`config.mk`:
```
export PLATFORM = sky130hd
export DESIGN_NAME = playfair_cipher_engine
export DESIGN_NICKNAME = d
export VERILOG_FILES = /design/src/sv/pfc_pkg.sv /design/src/sv/playfair_cipher_engine.sv /design/src/sv/pfc_ram.sv /design/src/sv/pfc_sub.sv /design/src/sv/pfc_ctrl.sv
export SDC_FILE = /design/constraint.sdc
export NUM_CORES = 1
export LEC_CHECK = 0
export ABC_AREA = 1
export BUFFER_PORTS_ARGS = -buffer_cell sky130_fd_sc_hd__clkbuf_2
export CAP_MARGIN = 15
export CELL_PAD_IN_SITES_DETAIL_PLACEMENT = 1
export CELL_PAD_IN_SITES_GLOBAL_PLACEMENT = 2
export CORE_MARGIN = 3
export CORE_UTILIZATION = 43
export CTS_CLUSTER_DIAMETER = 60
export DETAILED_ROUTE_END_ITERATION = 8
export PLACE_DENSITY = 0.94
export SETUP_SLACK_MARGIN = 0.2
export SLEW_MARGIN = 15
export SYNTH_ARGS = -nofsm -noshare
export SYNTH_HDL_FRONTEND = slang
export SYNTH_SLANG_ARGS = --single-unit
```
`constraint.sdc`:
```
create_clock -name clk -period 8.5 [get_ports clk]
set_clock_uncertainty 0.2 [all_clocks]
set_input_delay 0.425 -clock clk [delete_from_list [all_inputs] [get_ports clk]]
set_output_delay 0.425 -clock clk [all_outputs]
set_load 0.005 [all_outputs]
```
`src/sv/pfc_pkg.sv`:
```
// Shared types and constants of the playfair cipher engine.
// No dependencies.
`default_nettype none

package pfc_pkg;

  localparam int LET_W = 5;
  localparam int CELLS = 25;
  localparam int ALPHA = 26;

  localparam logic [LET_W-1:0] LET_I = 5'd8;
  localparam logic [LET_W-1:0] LET_J = 5'd9;
  localparam logic [LET_W-1:0] LET_X = 5'd23;

  typedef enum logic [1:0] {
    FN_KEY    = 2'd0,
    FN_FINISH = 2'd1,
    FN_ENC    = 2'd2,
    FN_DEC    = 2'd3
  } func_t;

  typedef enum logic [2:0] {
    ST_IDLE,
    ST_FILL,
    ST_LOOK,
    ST_ADDR,
    ST_EMIT_X,
    ST_EMIT_Y
  } state_t;

  typedef struct packed {
    logic             en;
    logic [LET_W-1:0] addr;
    logic [LET_W-1:0] data;
  } mem_wr_t;

endpackage

`default_nettype wire

```
`src/sv/playfair_cipher_engine.sv`:
```
// Playfair cipher engine over letter codes A=0..Z=25. A key letter (tuser 0) gives no
// result; a finish beat (tuser 1) starts the square fill, during which no beat is taken.
// An encrypt or decrypt letter (tuser 2/3) that is only held gives no result; one that
// completes a digraph is looked up: the letter position RAM and then the key square RAM
// are read in turn, each with a registered read, then the two result letters (a result X
// is dropped in decrypt) leave one beat per cycle while the result side does not stall.
// The result register lets the next beat be taken while the last result waits.
// Depends on pfc_pkg, pfc_ram, pfc_sub and pfc_ctrl.
`default_nettype none

module playfair_cipher_engine
  import pfc_pkg::*;
(
  input  wire logic       clk,
  input  wire logic       rst,
  input  wire logic       s_axis_tvalid,
  output logic            s_axis_tready,
  input  wire logic [7:0] s_axis_tdata,   // [4:0] letter, [7:5] zero
  input  wire logic [1:0] s_axis_tuser,   // [1:0] func
  input  wire logic       s_axis_tlast,   // text_end
  output logic            m_axis_tvalid,
  input  wire logic       m_axis_tready,
  output logic      [7:0] m_axis_tdata,   // [4:0] out_letter, [7:5] zero
  output logic            m_axis_tlast    // run_last
);

  mem_wr_t          ks_wr, lp_wr;
  logic [LET_W-1:0] lp_raddr0, lp_raddr1, lp_rdata0, lp_rdata1;
  logic [LET_W-1:0] ks_raddr0, ks_raddr1, ks_rdata0, ks_rdata1;
  logic [LET_W-1:0] out_letter;
  logic             dec;

  pfc_ctrl u_ctrl (
    .clk       (clk),
    .rst       (rst),
    .in_valid  (s_axis_tvalid),
    .in_ready  (s_axis_tready),
    .in_func   (s_axis_tuser),
    .in_letter (s_axis_tdata[LET_W-1:0]),
    .in_end    (s_axis_tlast),
    .out_valid (m_axis_tvalid),
    .out_ready (m_axis_tready),
    .out_letter(out_letter),
    .out_last  (m_axis_tlast),
    .ks_wr     (ks_wr),
    .lp_wr     (lp_wr),
    .lp_raddr0 (lp_raddr0),
    .lp_raddr1 (lp_raddr1),
    .ks_rdata0 (ks_rdata0),
    .ks_rdata1 (ks_rdata1),
    .dec       (dec)
  );

  // cell index of each placed letter
  pfc_ram #(.DEPTH(26)) u_place (
    .clk   (clk),
    .wr    (lp_wr),
    .raddr0(lp_raddr0),
    .raddr1(lp_raddr1),
    .rdata0(lp_rdata0),
    .rdata1(lp_rdata1)
  );

  pfc_sub u_sub (
    .dec(dec),
    .pa (lp_rdata0),
    .pb (lp_rdata1),
    .ia (ks_raddr0),
    .ib (ks_raddr1)
  );

  // letter in each cell, row-major
  pfc_ram #(.DEPTH(25)) u_square (
    .clk   (clk),
    .wr    (ks_wr),
    .raddr0(ks_raddr0),
    .raddr1(ks_raddr1),
    .rdata0(ks_rdata0),
    .rdata1(ks_rdata1)
  );

  assign m_axis_tdata = {3'b000, out_letter};

endmodule

`default_nettype wire

```
`src/sv/pfc_ram.sv`:
```
// Letter-wide synchronous RAM, one write port and two registered read ports.
// Depends on pfc_pkg.
`default_nettype none

module pfc_ram
  import pfc_pkg::*;
#(
  parameter int DEPTH = 32
) (
  input  wire logic             clk,
  input  wire mem_wr_t          wr,
  input  wire logic [LET_W-1:0] raddr0,
  input  wire logic [LET_W-1:0] raddr1,
  output logic      [LET_W-1:0] rdata0,
  output logic      [LET_W-1:0] rdata1
);

  logic [LET_W-1:0] mem [DEPTH];

  always_ff @(posedge clk) begin
    if (wr.en) begin
      mem[wr.addr] <= wr.data;
    end
  end

  always_ff @(posedge clk) begin
    rdata0 <= mem[raddr0];
    rdata1 <= mem[raddr1];
  end

endmodule

`default_nettype wire

```
`src/sv/pfc_sub.sv`:
```
// Digraph substitution: cell positions of both letters to cell indexes of the result.
// Depends on pfc_pkg.
`default_nettype none

module pfc_sub
  import pfc_pkg::*;
(
  input  wire logic             dec,
  input  wire logic [LET_W-1:0] pa,
  input  wire logic [LET_W-1:0] pb,
  output logic      [LET_W-1:0] ia,
  output logic      [LET_W-1:0] ib
);

  function automatic logic [2:0] row_of(input logic [LET_W-1:0] p);
    logic [2:0] r;
    if (p >= 5'd20) r = 3'd4;
    else if (p >= 5'd15) r = 3'd3;
    else if (p >= 5'd10) r = 3'd2;
    else if (p >= 5'd5) r = 3'd1;
    else r = 3'd0;
    return r;
  endfunction

  function automatic logic [LET_W-1:0] times5(input logic [2:0] r);
    return {r, 2'b00} + {2'b00, r};
  endfunction

  // one step around the square side: right/down to encrypt, left/up to decrypt
  function automatic logic [2:0] step(input logic [2:0] c, input logic d);
    logic [2:0] s;
    if (d) s = (c == 3'd0) ? 3'd4 : c - 3'd1;
    else s = (c == 3'd4) ? 3'd0 : c + 3'd1;
    return s;
  endfunction

  logic [2:0]       ra, rb, ca, cb;
  logic [LET_W-1:0] da, db;

  always_comb begin
    ra = row_of(pa);
    rb = row_of(pb);
    da = pa - times5(ra);
    db = pb - times5(rb);
    ca = da[2:0];
    cb = db[2:0];
    if (ra == rb) begin
      // also covers two letters in one cell
      ia = times5(ra) + {2'b00, step(ca, dec)};
      ib = times5(rb) + {2'b00, step(cb, dec)};
    end else if (ca == cb) begin
      ia = times5(step(ra, dec)) + {2'b00, ca};
      ib = times5(step(rb, dec)) + {2'b00, cb};
    end else begin
      ia = times5(ra) + {2'b00, cb};
      ib = times5(rb) + {2'b00, ca};
    end
  end

endmodule

`default_nettype wire

```
`src/sv/pfc_ctrl.sv`:
```
// Sequencer of the playfair engine: square build, digraph forming, result beats.
// Depends on pfc_pkg; drives the two RAMs and takes cell indexes through pfc_sub.
`default_nettype none

module pfc_ctrl
  import pfc_pkg::*;
(
  input  wire logic             clk,
  input  wire logic             rst,
  input  wire logic             in_valid,
  output logic                  in_ready,
  input  wire logic [1:0]       in_func,
  input  wire logic [LET_W-1:0] in_letter,
  input  wire logic             in_end,
  output logic                  out_valid,
  input  wire logic             out_ready,
  output logic      [LET_W-1:0] out_letter,
  output logic                  out_last,
  output mem_wr_t               ks_wr,
  output mem_wr_t               lp_wr,
  output logic      [LET_W-1:0] lp_raddr0,
  output logic      [LET_W-1:0] lp_raddr1,
  input  wire logic [LET_W-1:0] ks_rdata0,
  input  wire logic [LET_W-1:0] ks_rdata1,
  output logic                  dec
);

  state_t           state, state_next;
  logic [LET_W-1:0] fill, fill_next;
  logic             done, done_next;
  logic [LET_W-1:0] held_letter, held_letter_next;
  logic             held_valid, held_valid_next;
  logic [ALPHA-1:0] used, used_next;
  logic [LET_W-1:0] k, k_next;
  logic [LET_W-1:0] a, a_next, b, b_next;
  logic             dec_next;
  logic             rep, rep_next;

  logic             place_en;
  logic [LET_W-1:0] place_let;
  logic [LET_W-1:0] fill_base;
  logic [ALPHA-1:0] used_base;
  logic             place_ok;

  logic             emit_we;
  logic [LET_W-1:0] emit_letter;
  logic             emit_last;
  logic             out_free;
  logic             skip_x, skip_y;
  func_t            fn;

  assign fn        = func_t'(in_func);
  assign out_free  = !out_valid || out_ready;
  assign skip_x    = dec && (ks_rdata0 == LET_X);
  assign skip_y    = dec && (ks_rdata1 == LET_X);
  assign lp_raddr0 = (a == LET_J) ? LET_I : a;
  assign lp_raddr1 = (b == LET_J) ? LET_I : b;

  always_ff @(posedge clk) begin
    if (rst) begin
      state       <= ST_IDLE;
      fill        <= '0;
      done        <= 1'b0;
      held_letter <= '0;
      held_valid  <= 1'b0;
      used        <= '0;
      k           <= '0;
      rep         <= 1'b0;
    end else begin
      state       <= state_next;
      fill        <= fill_next;
      done        <= done_next;
      held_letter <= held_letter_next;
      held_valid  <= held_valid_next;
      used        <= used_next;
      k           <= k_next;
      rep         <= rep_next;
    end
  end

  always_ff @(posedge clk) begin
    a   <= a_next;
    b   <= b_next;
    dec <= dec_next;
  end

  always_ff @(posedge clk) begin
    if (rst) begin
      out_valid <= 1'b0;
    end else if (emit_we) begin
      out_valid <= 1'b1;
    end else if (out_ready) begin
      out_valid <= 1'b0;
    end
  end

  always_ff @(posedge clk) begin
    if (emit_we) begin
      out_letter <= emit_letter;
      out_last   <= emit_last;
    end
  end

  always_comb begin
    state_next       = state;
    fill_next        = fill;
    done_next        = done;
    held_letter_next = held_letter;
    held_valid_next  = held_valid;
    used_next        = used;
    k_next           = k;
    a_next           = a;
    b_next           = b;
    dec_next         = dec;
    rep_next         = rep;
    in_ready         = 1'b0;
    place_en         = 1'b0;
    place_let        = in_letter;
    fill_base        = fill;
    used_base        = used;
    emit_we          = 1'b0;
    emit_letter      = ks_rdata0;
    emit_last        = 1'b0;

    case (state)
      ST_IDLE: begin
        in_ready = 1'b1;
        if (in_valid) begin
          case (fn)
            FN_FINISH: begin
              k_next     = '0;
              state_next = ST_FILL;
            end
            FN_KEY: begin
              if (in_letter < LET_W'(ALPHA)) begin
                place_en = 1'b1;
                if (done) begin
                  // a key letter after a finished square opens a new key
                  used_base       = '0;
                  fill_base       = '0;
                  done_next       = 1'b0;
                  held_valid_next = 1'b0;
                end
              end
            end
            default: begin
              if (in_letter < LET_W'(ALPHA) && done) begin
                dec_next = (fn == FN_DEC);
                rep_next = 1'b0;
                if (!held_valid) begin
                  if (in_end) begin
                    a_next     = in_letter;
                    b_next     = LET_X;
                    state_next = ST_LOOK;
                  end else begin
                    held_letter_next = in_letter;
                    held_valid_next  = 1'b1;
                  end
                end else if (fn != FN_DEC && held_letter == in_letter) begin
                  // doubled letter (encrypt only): pad with X, second copy stays held unless it ends the text
                  a_next     = in_letter;
                  b_next     = LET_X;
                  rep_next   = in_end;
                  state_next = ST_LOOK;
                  if (in_end) begin
                    held_valid_next = 1'b0;
                  end
                end else begin
                  a_next          = held_letter;
                  b_next          = in_letter;
                  held_valid_next = 1'b0;
                  state_next      = ST_LOOK;
                end
              end
            end
          endcase
        end
      end
      ST_FILL: begin
        place_en  = 1'b1;
        place_let = k;
        k_next    = k + 1'b1;
        if (k == LET_W'(ALPHA - 1)) begin
          done_next       = 1'b1;
          held_valid_next = 1'b0;
          state_next      = ST_IDLE;
        end
      end
      ST_LOOK: begin
        state_next = ST_ADDR;
      end
      ST_ADDR: begin
        state_next = ST_EMIT_X;
      end
      ST_EMIT_X: begin
        if (skip_x) begin
          state_next = ST_EMIT_Y;
        end else if (out_free) begin
          emit_we     = 1'b1;
          emit_letter = ks_rdata0;
          emit_last   = !rep && skip_y;
          state_next  = ST_EMIT_Y;
        end
      end
      ST_EMIT_Y: begin
        if (skip_y || out_free) begin
          emit_we     = !skip_y;
          emit_letter = ks_rdata1;
          emit_last   = !rep;
          if (rep) begin
            // doubled final letter: same digraph goes out a second time
            rep_next   = 1'b0;
            state_next = ST_EMIT_X;
          end else begin
            state_next = ST_IDLE;
          end
        end
      end
      default: begin
        state_next = ST_IDLE;
      end
    endcase

    place_ok = place_en && (place_let != LET_J) && !used_base[place_let] &&
               (fill_base < LET_W'(CELLS));
    if (place_en) begin
      used_next = used_base;
      fill_next = fill_base;
      if (place_ok) begin
        used_next = used_base | (ALPHA'(1) << place_let);
        fill_next = fill_base + 1'b1;
      end
    end
  end

  always_comb begin
    ks_wr.en   = place_ok;
    ks_wr.addr = fill_base;
    ks_wr.data = place_let;
    lp_wr.en   = place_ok;
    lp_wr.addr = place_let;
    lp_wr.data = fill_base;
  end

endmodule

`default_nettype wire

```
# --- Word level (Yosys, flattened, before mapping) ---
# Memories as Yosys holds them, arrays and structs flattened. A register that Yosys moved wholly into a read port is not among the register bits.
# Cells that the tools add are included.
op_classes:
  n_addsub: 22
  multipliers: 0
  div: 0
  magnitude_cmp: 11
  eq_ne: 37
  n_shift: 1
  muxes: 108
  n_bitwise: 4
  n_reduce_logical: 33
op_table:
  columns: ["operator", "n"]
  rows:
  - ["$mux W26", 6]
  - ["$mux W5", 23]
  - ["$mux W3", 33]
  - ["$add A5 B3 Y5", 10]
  - ["$mux W1", 35]
  - ["$or A26 B26 Y26", 1]
  - ["$shl A1 B5 Y26 const A", 1]
  - ["$ge A5 B4 Y1 const B", 4]
  - ["$eq A3 B3 Y1 const B", 6]
  - ["$pmux W3 S6", 1]
  - ["$eq A5 B5 Y1 const B", 3]
  - ["$logic_not A3 Y1", 5]
  - ["$reduce_and A5 Y1", 3]
  - ["$ne A2 B2 Y1 const B", 7]
  - ["$pmux W1 S2", 7]
  - ["$reduce_and A7 Y1", 2]
  - ["$add A3 B1 Y3 const B", 4]
  - ["$ne A3 B2 Y1 const B", 4]
  - ["$sub A3 B1 Y3 const B", 4]
  - ["$add A5 B1 Y5 const B", 2]
  - ["$eq A5 B4 Y1 const B", 2]
  - ["$ge A5 B3 Y1 const B", 2]
  - ["$ge A5 B5 Y1 const B", 2]
  - ["$lt A5 B5 Y1 const B", 2]
  - ["25 further kinds", 47]
word_totals:
  reg_bits: 65
  latch_bits: 0
  mem_bits_rw: 255
  romBits: 0
  word_cells: 232
  n_memories: 2
memory_table:
  columns: ["memory", "depth", "word_bits", "read_ports", "rd_ports_with_merged_regs", "wr", "line_no", "text"]
  rows:
  - ["u_place.mem", 26, 5, 2, 2, 1, "pfc_ram.sv:18", "logic [LET_W-1:0] mem [DEPTH];"]
  - ["u_square.mem", 25, 5, 2, 2, 1, "pfc_ram.sv:18", null]

# --- Depth between registers and ports, before layout ---
# Gate-level depths: netlist of the first run.
logic_depth:
  word_depth: 14
  ltp_mapped: 31

# --- Modules after synthesis ---
# A second synthesis of the first run with hierarchy kept.
unflattened:
  hier_cells: 2489
  hier_area_um2: 20070.5
modules_own_cells:
  columns: ["module", "instances", "cells_per_inst", "area_per_inst_um2", "seq_area_each_um2"]
  rows:
  - ["pfc_ram (u_place)", 1, 825, 7140.6, 4103.9]
  - ["pfc_ram (u_square)", 1, 837, 7018.0, 3953.8]
  - ["pfc_ctrl", 1, 551, 4181.5, 1471.4]
  - ["pfc_sub", 1, 272, 1704.1, 0.0]
  - ["playfair_cipher_engine", 1, 4, 26.3, 0.0]

# --- Worst setup path before layout of the first run ---
# No wires, ideal clock.
synth_timing:
  path_kind: "register to register"
  from: "register u_place.rdata1[2] (read register of u_place.mem)"
  to: "register u_square.rdata1[2] (read register of u_square.mem)"
  t_arrival_ps: 4129
  required_time_ps: 8187
  path_slack_ps: 4058
  path_stages_with_launch: 30
  path_buffers: 1
  synth_period_minus_slack_ps: 4442
  path_cell_list: "dfxtp_1 nand2_1 inv_1 nor2_2 nand2_2 nand2_4 nand2_2 inv_1 ha_1 inv_1 fa_1 xor2_1 nand3b_1 nand2_4 inv_2 ha_1 or2_2 a21oi_1 ha_1 fa_1 or2_1 nand2_1 inv_2 buf_2 nand3_1 nand3_1 nand3_1 nand2_1 nand2_1 nand2_1"
synth_via:
  elab_chain_len: 14
  elab_cells_between_ends: 35
  classes_between: "add/sub (10); order compare (4); eq/ne (4); mux (15); reduce/logical (2)"
synth_lines:
  columns: ["item", "line_no", "text"]
  rows:
  - ["from (decl)", "pfc_ram.sv:15", "output logic [LET_W-1:0] rdata1"]
  - ["branches (longest 13 deep; another with $ge A5 B3 Y1)", null, null]
  - ["$mux W5 *", "pfc_sub.sv:47", "if (ra == rb) begin"]
  - ["to (decl)", "pfc_ram.sv:15", null]
# Every way passes the cells marked *. The select of a mux whose other input is x is not followed.
# A chain may end at the register's enable or synchronous reset.

# --- Worst setup path after layout of the first run ---
layout_timing:
  from: "register u_place.rdata0[2] (read register of u_place.mem)"
  to: "register u_square.rdata0[2] (read register of u_square.mem)"
layout_via:
  elab_chain_len: 14
  elab_cells_between_ends: 35
  classes_between: "add/sub (10); order compare (4); eq/ne (4); mux (15); reduce/logical (2)"
layout_lines:
  columns: ["item", "line_no", "text"]
  rows:
  - ["from (decl)", "pfc_ram.sv:14", "output logic [LET_W-1:0] rdata0,"]
  - ["branches (longest 13 deep; another with $ge A5 B3 Y1)", null, null]
  - ["$mux W5 *", "pfc_sub.sv:47", null]
  - ["to (decl)", "pfc_ram.sv:14", null]
# Marked as above.

==> results of run 1 <==
power by group through the flow:
stage                     Clock [mW]  Combinational [mW]  Sequential [mW]
after floorplan                    0               0.145             1.86
after global placement             0               0.219             1.87
after detailed placement           0               0.226             1.87
after CTS                       1.82               0.227             1.83
after global routing            1.89               0.252             1.83
final                           1.79               0.232             1.83
cells in the mapped netlist, types with 6 or more instances:
library cell	number	area, µm²
sky130_fd_sc_hd__o311ai_0	7	61.3
sky130_fd_sc_hd__clkbuf_1	52	195
sky130_fd_sc_hd__o32ai_1	6	52.6
sky130_fd_sc_hd__o21ai_0	165	826
sky130_fd_sc_hd__nor3_1	10	50.1
sky130_fd_sc_hd__xnor2_1	9	78.8
sky130_fd_sc_hd__nand2_1	482	1810
sky130_fd_sc_hd__nand2_2	11	68.8
sky130_fd_sc_hd__ha_1	41	513
sky130_fd_sc_hd__edfxtp_1	272	8170
sky130_fd_sc_hd__dfxtp_1	68	1360
sky130_fd_sc_hd__xor2_1	10	87.6
sky130_fd_sc_hd__inv_1	299	1120
sky130_fd_sc_hd__a211oi_1	6	45.0
sky130_fd_sc_hd__nor2_1	196	736
sky130_fd_sc_hd__nand3_2	6	60.1
sky130_fd_sc_hd__buf_6	6	67.6
sky130_fd_sc_hd__buf_4	20	150
sky130_fd_sc_hd__o22ai_1	25	156
sky130_fd_sc_hd__inv_2	10	37.5
sky130_fd_sc_hd__or2_2	6	37.5
sky130_fd_sc_hd__nand3_1	338	1690
sky130_fd_sc_hd__fa_1	10	200
sky130_fd_sc_hd__buf_2	35	175
sky130_fd_sc_hd__o211ai_1	23	173
sky130_fd_sc_hd__a21oi_1	105	526
worst max-delay path, delay by kind of cell (launching register included):
family | cells | cell delay, ps
flip-flops | 1 | 430
buffers and inverters | 3 | 550
AND/OR/NAND/NOR | 16 | 3540
adder cells (fa/ha/maj) | 2 | 790
XOR/XNOR | 1 | 230
AO/OA/AOI/OAI | 1 | 570
placed cells by master (no fill, tap or decap), types with 11 or more instances in the layout:
cell type,Yosys,layout
sky130_fd_sc_hd__nor2_1,196,193
sky130_fd_sc_hd__nand2_1,482,480
sky130_fd_sc_hd__clkbuf_2,0,19
sky130_fd_sc_hd__clkinv_1,5,11
sky130_fd_sc_hd__dfxtp_1,68,68
sky130_fd_sc_hd__edfxtp_1,272,272
sky130_fd_sc_hd__ha_1,41,41
sky130_fd_sc_hd__inv_1,299,299
sky130_fd_sc_hd__a21oi_1,105,105
sky130_fd_sc_hd__clkbuf_16,0,42
sky130_fd_sc_hd__nand3_1,338,338
sky130_fd_sc_hd__nand2_2,11,13
sky130_fd_sc_hd__buf_4,20,19
sky130_fd_sc_hd__o211ai_1,23,23
sky130_fd_sc_hd__o21ai_0,165,165
sky130_fd_sc_hd__o22ai_1,25,25
layer usage:
metal | GRT usage | routed length (µm) | up-vias
met5 | 0 | 0 | -
met4 | 0.121 | 3050 | 0
met3 | 0.0337 | 3540 | 169
met2 | 0.477 | 31500 | 532
met1 | 0.339 | 26100 | 8248
li1 | - | - | 7655
logic make-up (layout without fill, tap and decap cells):
kind of cell / after synthesis / count (layout) / share of synthesized area
xor+xnor: 19 / 19 / 0.00872
compound gates: 380 / 380 / 0.117
simple gates: 1073 / 1073 / 0.243
fa+ha+maj: 51 / 51 / 0.0374
flops: 340 / 340 / 0.500
buf+inv: 429 / 429 / 0.0931
mux: 2 / 2 / 0.00118
other cells: 1 / 8 / 0.000197
layout make-up:
class	instances	area share
clock inverter	25	0.0113
tap	585	0.0350
multi-input combinational	1533	0.375
sequential	340	0.456
clock buffer	51	0.0543
timing repair buffer	38	0.0114
inverter	315	0.0567
worst paths after layout:
check,from,endpoint,depth (start not counted)
max,u_place.rdata0[2]$_DFF_P_,u_square.rdata0[2]$_DFF_P_,23
min,s_axis_tlast,u_ctrl.rep$_SDFFE_PP0P_,5
max reg2reg,u_place.rdata0[2]$_DFF_P_,u_square.rdata0[2]$_DFF_P_,23
min reg2reg,u_ctrl.used[9]$_SDFFE_PP0P_,u_ctrl.used[9]$_SDFFE_PP0P_,2
per-stage QoR:
step / instances / instance area, µm² / total power, mW
finish: 2887 / 20900 / 3.85
global route: 2887 / 20900 / 3.98
CTS: 2887 / 20900 / 3.88
detailed placement: 2811 / 19500 / 2.09
global placement: 2811 / 19500 / 2.08
floorplan: 2302 / 19100 / 2.01
==> results.md, run 1 <==
Run status:
- The run finished with clean final reports.

Die:
- The initial utilization of the core area, before any placement, comes to 0.439.
- In this run the vertical extent of the chip is 217 µm.
- The die outline area is 0.0469 mm².
- The chip width is 217 µm.
- The number of top-level pins is 26.
- The floorplan has 76 rows.
- After floorplanning, the core was sized to cover 0.0435 mm².

Finish:
- The register with the most flip-flops in the layout has 130 of them.
- The largest registers in the layout are u_place.mem x130, u_square.mem x125, u_ctrl.used x26.
- At the end of the flow the core is filled with cells to 0.481.
- The final-stage net count is 2,335.
- The share of post-route cells with drive strength above 1 is 0.0721.
- The register with the most flip-flops in the final layout is u_place.mem.
- The total of fill cells in the finished design is 5,244.
- From synthesis to final layout, the design area changed by 9.57%.
- In the final layout, the multi-input gates occupy 0.00785 mm².
- Across the whole layout, storage elements account for 0.00953 mm².
- The number of antenna diodes in the final layout is 0.

Pwr:
- The share of total power dissipated in combinational logic is 0.060.
- The total leakage power is 8.69 nW.
- Internal power comes to 2.92 mW.
- The switching share of power is 0.242.
- Summed over all nets, the switching power comes to 932 µW.
- The relative contribution of sequential cells to total power is 0.475.
- The largest vdd supply drop is 0.000158 V.
- The share of total power dissipated in the clock network is 0.465.
- In this run the power density over the cells is 184 mW/mm².

Clock network:
- The maximum buffer depth of the clock tree is 3.
- The number of buffers added by the clock tree synthesis step is 41.
- The library cell used as clock root buffer is sky130_fd_sc_hd__clkbuf_16.
- After clock tree synthesis, the setup repair step added 0 buffers.
- TritonCTS built the clock tree.
- The deepest level of the CTS H-tree is 2.
- After clock tree synthesis, the flow added hold-fix buffers numbering 0.
- The clock slew at the register clock pins of the worst setup and hold paths is 60 ps.
- The total of cells resized after clock tree synthesis is 0.
- The insertion delay to the later sink of the worst-skew pair is 580 ps.
- The clock sink count is 340.

STA:
- The remaining max-slew budget at the tightest pin is 0.195.
- Across all hold checks on the routed design, the worst slack comes to 20.8 ps.
- In the post-route analysis, the smallest setup slack over all paths is 2080 ps.
- At the pin with the least slew margin, the transition time is 1210 ps.
- Dividing the final minimum period by the clock period gives 0.755.
- Setup repair after global routing left no endpoint under its margin.
- The number of hold violations in the final report is 0.
- Based on the critical path, the design can be clocked at up to 0.156 GHz.
- Summed over all failing endpoints, the final setup total negative slack is 0 ps.
- The count of final setup violators is 0.
- The minimum clock period is 6420 ps.
- The final max-slew violation count is 0.

Placement:
- The half-perimeter wire length after placement is 43,000 µm.
- The total of buffers placed on input and output ports is 19.
- The weighted congestion at the end of routability-driven global placement is 0.898.
- Prior to clock tree synthesis, the placed netlist has a worst setup slack of 2120 ps.

Setup path:
- The slowest stage cell on the critical path is sky130_fd_sc_hd__nand2_1.
- The worst setup path is captured at a register.
- For the worst setup path, the data required time is 8780 ps.
- The most frequent cell on the critical path is sky130_fd_sc_hd__nand2_1.
- For the worst setup path, the data arrival time is 6700 ps.
- Along the worst path, the maximum fanout reaches 25.
- The critical path start-end classification is register to register.
- The biggest cell delay along the critical path is 1120 ps.
- The startpoint kind of the worst setup timing path is a register.
- Traced cell by cell, the critical path runs through nand2_1 -> nand3_1 -> nand2_1 -> nand2_2 -> nand2_1 -> inv_1 -> ha_1 -> inv_1 -> fa_1 -> xor2_1 -> a21oi_1 -> nand3_2 -> nand2_1 -> nand3_1 -> nand2_1 -> buf_4 -> nand2_1 -> nand3_1 -> nand3_1 -> nand3_1 -> nand2_1 -> nand2_1 -> nand2_1.
- The internal reg-to-reg setup slack is 2080 ps.

Global route:
- The first global-routing pass estimated 99,600 µm of wire.
- After global routing the overflow that remains totals 0.
- The initial antenna violation count is 0.
- The number of global-route vias before repair is 17,500.
- The largest net degree at the start of global routing is 89.
- The overall track demand over capacity in global routing is 0.273.

Drt:
- Dividing the detail-routed via count by the number of cells gives 5.75.
- The DRC marker count from the first detailed-route iteration is 1,485.
- After detailed routing, the total wire length is 64,100 µm.
- The first detailed-routing pass ran for 5 iterations.
- In the routed design, unresolved DRC markers number 0.
- Detailed routing inserted a total of 16,600 vias.
- The detail route stage leaves a number of antenna-violating nets equal to 0.
- The routed length per instance is 22.2 µm.

Flow run:
- The max-capacitance violation count is 0.

Synth:
- The mean cell area of the mapped netlist is 8.31 µm².
- The number of different library cells used by synthesis comes to 62.
- In the synthesized netlist the async set-or-reset flop fraction comes to 0.
- The Yosys warning count is 0.
- The register bit count reported by yosys is 340.
- The top flip-flop cell by instance count after synthesis is sky130_fd_sc_hd__edfxtp_1.
- After synthesis the cells add up to 0.0191 mm².
- The share of the yosys chip area belonging to registers is 0.500.
- The count of flip-flops with a built-in enable after synthesis is 272.
- The synthesized netlist cell count is 2,295.

Hold path:
- The worst hold path belongs to the class input port to register.
No activity file was read; power rests on OpenSTA's default activity.
==> run 2: changes to the inputs <==
--- a/config.mk
+++ b/config.mk
@@ -11,10 +11,10 @@
 export CELL_PAD_IN_SITES_DETAIL_PLACEMENT = 1
 export CELL_PAD_IN_SITES_GLOBAL_PLACEMENT = 2
 export CORE_MARGIN = 3
-export CORE_UTILIZATION = 43
+export CORE_UTILIZATION = 40
 export CTS_CLUSTER_DIAMETER = 60
 export DETAILED_ROUTE_END_ITERATION = 8
-export PLACE_DENSITY = 0.94
+export PLACE_DENSITY = 0.89
 export SETUP_SLACK_MARGIN = 0.2
 export SLEW_MARGIN = 15
 export SYNTH_ARGS = -nofsm -noshare
==> constraint.sdc (replaced) <==
create_clock -name clk -period 6.3 [get_ports clk]
set_clock_uncertainty 0.2 [all_clocks]
set_input_delay 0.315 -clock clk [delete_from_list [all_inputs] [get_ports clk]]
set_output_delay 0.315 -clock clk [all_outputs]
set_load 0.005 [all_outputs]
==> results.md, run 2 (synthesis results as in run 1) <==
Run status:
- The run finished with clean final reports.

STA:
- The minimum clock period is 5580 ps.
- The ratio of final minimum period to clock period is 0.885.
- The number of hold violations in the final report is 0.
- The tightest hold path in the finished design has a slack of 53.4 ps.
- The setup total negative slack is 0 ps.
- For the pin with the worst max-slew slack, the measured transition is 1110 ps.
- The remaining max-slew budget at the tightest pin is 0.248.
- The final max-slew violation count is 0.
- Setup violations remaining at the end of the flow were counted as 0.
- Setup repair after global routing left no endpoint under its margin.
- Derived from the worst setup path, the maximum achievable clock frequency is 0.179 GHz.

Global route:
- In the global route stage, met2 resource usage came out at 0.448.
- The first-pass GRT wire length is 100,000 µm.
- The number of global-route vias before repair was 17,600.
- For this run, global-route usage on met3 was measured as 0.0348.
- The largest net degree at the start of global routing is 89.
- The initial antenna violation count is 0.
- In the global route stage, overall resource usage came out at 0.256.
- The met1 usage is 0.323.
- The layer flagged by global routing as most heavily used is met2.
- The overflow left after global routing is 0.

Placement:
- The wire-length estimate of the detail-placed layout is 43,700 µm.
- Including well taps, the total number of placed cells is 2,852.
- Input and output buffers added on the ports amount to 19.
- The weighted congestion at the end of routability-driven global placement is 0.848.

Finish:
- The footprint of the multi-input gates is 0.00783 mm².
- The register name with the most flops is u_place.mem.
- In the layout the commonest cells are 479 x sky130_fd_sc_hd__nand2_1, 338 x sky130_fd_sc_hd__nand3_1, 299 x sky130_fd_sc_hd__inv_1.
- The largest registers in the layout are u_place.mem x130, u_square.mem x125, u_ctrl.used x26.
- The number of flip-flops under the largest register name is 130.
- Measured on the finished design, the core utilization comes to 0.452.
- The most common cell after layout, fill and taps aside is sky130_fd_sc_hd__nand2_1.
- Registers take 0.00953 mm².
- The filler cells instantiated in the layout total 5,607.
- The non-filler instance count after layout is 2,939.
- 0 antenna diodes ended up in the layout.
- The share of post-route cells with drive strength above 1 is 0.0793.
- Compared with the post-synthesis result, the final layout area differs by 11.0%.
- The final-stage net count is 2,364.

Setup path:
- The arrival time at the worst endpoint is 5900 ps.
- The worst setup path is of the register to register kind.
- The worst setup path is launched from a register.
- The required arrival time at the worst endpoint is 6620 ps.
- The largest fanout on the critical path is 22.
- STA classifies the critical path endpoint as a register.

Die:
- From bottom edge to top edge, the die measures 224 µm.
- The effective utilization at floorplan is 0.407.
- The floorplan step defined a die boundary enclosing 0.0503 mm².
- The placeable core area is 0.0469 mm².
- In this run the horizontal extent of the chip is 224 µm.
- The number of top-level pins is 26.
- The initialized floorplan defines 79 standard-cell rows.

Clock network:
- The clock slew at the register clock pins of the worst setup and hold paths is 60 ps.
- The deepest level of the CTS H-tree is 2.
- Counting the buffers created by CTS gives 42.
- The CTS tree is yes.
- The longest clock path from root to sink contains 3 buffers.
- At the later pin of the worst-skew pair, clock insertion delay measures 590 ps.
- The clock sink count is 340.
- The number of setup buffers added after CTS is 0.
- In this run the clock root is driven by a sky130_fd_sc_hd__clkbuf_16.

Pwr:
- The total leakage power is 8.81 nW.
- The largest vdd supply drop is 0.000179 V.
- Dividing total power by cell area gives a power density of 246 mW/mm².

Drt:
- The total wire length is 65,000 µm.
- The DRC marker count from the first detailed-route iteration is 1,293.
- In the routed design, unresolved DRC markers number 0.
- Using the TritonRoute via totals, the vias-per-cell ratio works out to 5.66.
- The count of nets left with antenna violations after detail routing is 0.
- In the final routed layout, each cell accounts on average for 22.1 µm.
- Across all layers, the routed design uses 16,600 vias.
- The pre-antenna-repair detailed-routing pass consisted of 5 iterations.

Hold path:
- The class of the most critical hold timing path is input port to register.

Flow run:
- The max-capacitance violation count is 0.
[run 2: cell types whose count changed in the layout (fill, tap and decap cells not counted), sizes merged, moves of 2 or more]
| cell | delta |
|---|---|
| buf | +19 |
| dlygate4sd3 | +9 |
| inv | +2 |
| clkbuf | +5 |
| clkinv | -3 |
[run 2: timing repair]
action,in CTS,in global routing
endpoints found under the hold margin,14,0
setup endpoints to repair,0,5
hold buffers,9,0
resized for setup,0,3
[run 2: report_power, final]
part / internal (mW) / total, mW / switching, mW / leakage (nW)
combinational: 0.0728 / 0.319 / 0.246 / 5.09
sequential: 2.46 / 2.47 / 0.00999 / 3.04
clock: 1.39 / 2.42 / 1.03 / 0.676
total: 3.92 / 5.21 / 1.29 / 8.81
[run 2: worst paths after layout]
kind,depth (start not counted),slack [ps],start,endpoint
worst max-delay path,26,720,u_place.rdata1[2]$_DFF_P_,u_square.rdata1[0]$_DFF_P_
worst min register to register,2,270,u_ctrl.used[3]$_SDFFE_PP0P_,u_ctrl.used[3]$_SDFFE_PP0P_
worst max register to register,26,720,u_place.rdata1[2]$_DFF_P_,u_square.rdata1[0]$_DFF_P_
worst min-delay path,4,50,s_axis_tvalid,u_ctrl.rep$_SDFFE_PP0P_
[run 2: final cells by class]
type | instances | area share
Clock buffer | 56 | 0.0541
Clock inverter | 22 | 0.0106
Inverter | 315 | 0.0561
Multi-Input combinational cell | 1533 | 0.370
Sequential cell | 340 | 0.450
Tap cell | 607 | 0.0359
Timing Repair Buffer | 66 | 0.0234
[run 2: stage by stage]
stage,worst slack [ps],power [mW],instance area [µm²]
2_1_floorplan,1860,2.71,19100
3_3_place_gp,548,2.82,19700
3_5_place_dp,442,2.83,19700
4_1_cts,441,5.24,21200
5_1_grt,313,5.36,21200
6_report,724,5.21,21200
[run 2: layer usage]
| layer | vias to the layer above | share of wire |
|---|---|---|
| met5 | - | 0 |
| met4 | 0 | 0.038 |
| met3 | 133 | 0.044 |
| met2 | 461 | 0.50 |
| met1 | 8317 | 0.42 |
| li1 | 7719 | - |
[run 2: critical path, cell delays in order, from the launching register on]
cell                      delay, ps
sky130_fd_sc_hd__dfxtp_1        370
sky130_fd_sc_hd__nand2_1         90
sky130_fd_sc_hd__inv_1           50
sky130_fd_sc_hd__nor2_2         180
sky130_fd_sc_hd__nand2_2        100
sky130_fd_sc_hd__nand2_4        110
sky130_fd_sc_hd__nand2_2         80
sky130_fd_sc_hd__inv_1          210
sky130_fd_sc_hd__ha_1           190
sky130_fd_sc_hd__inv_1           50
sky130_fd_sc_hd__fa_1           700
sky130_fd_sc_hd__inv_1           80
sky130_fd_sc_hd__ha_1           230
sky130_fd_sc_hd__ha_1           190
sky130_fd_sc_hd__or2_2          300
sky130_fd_sc_hd__a21oi_1        230
sky130_fd_sc_hd__ha_1           230
sky130_fd_sc_hd__fa_1           410
sky130_fd_sc_hd__or2_1          240
sky130_fd_sc_hd__nand2_2        250
sky130_fd_sc_hd__buf_4          380
sky130_fd_sc_hd__nand3_1        130
sky130_fd_sc_hd__nand3_1        100
sky130_fd_sc_hd__nand3_1        140
sky130_fd_sc_hd__nand2_1        150
sky130_fd_sc_hd__nand2_1         70
sky130_fd_sc_hd__nand2_1         60
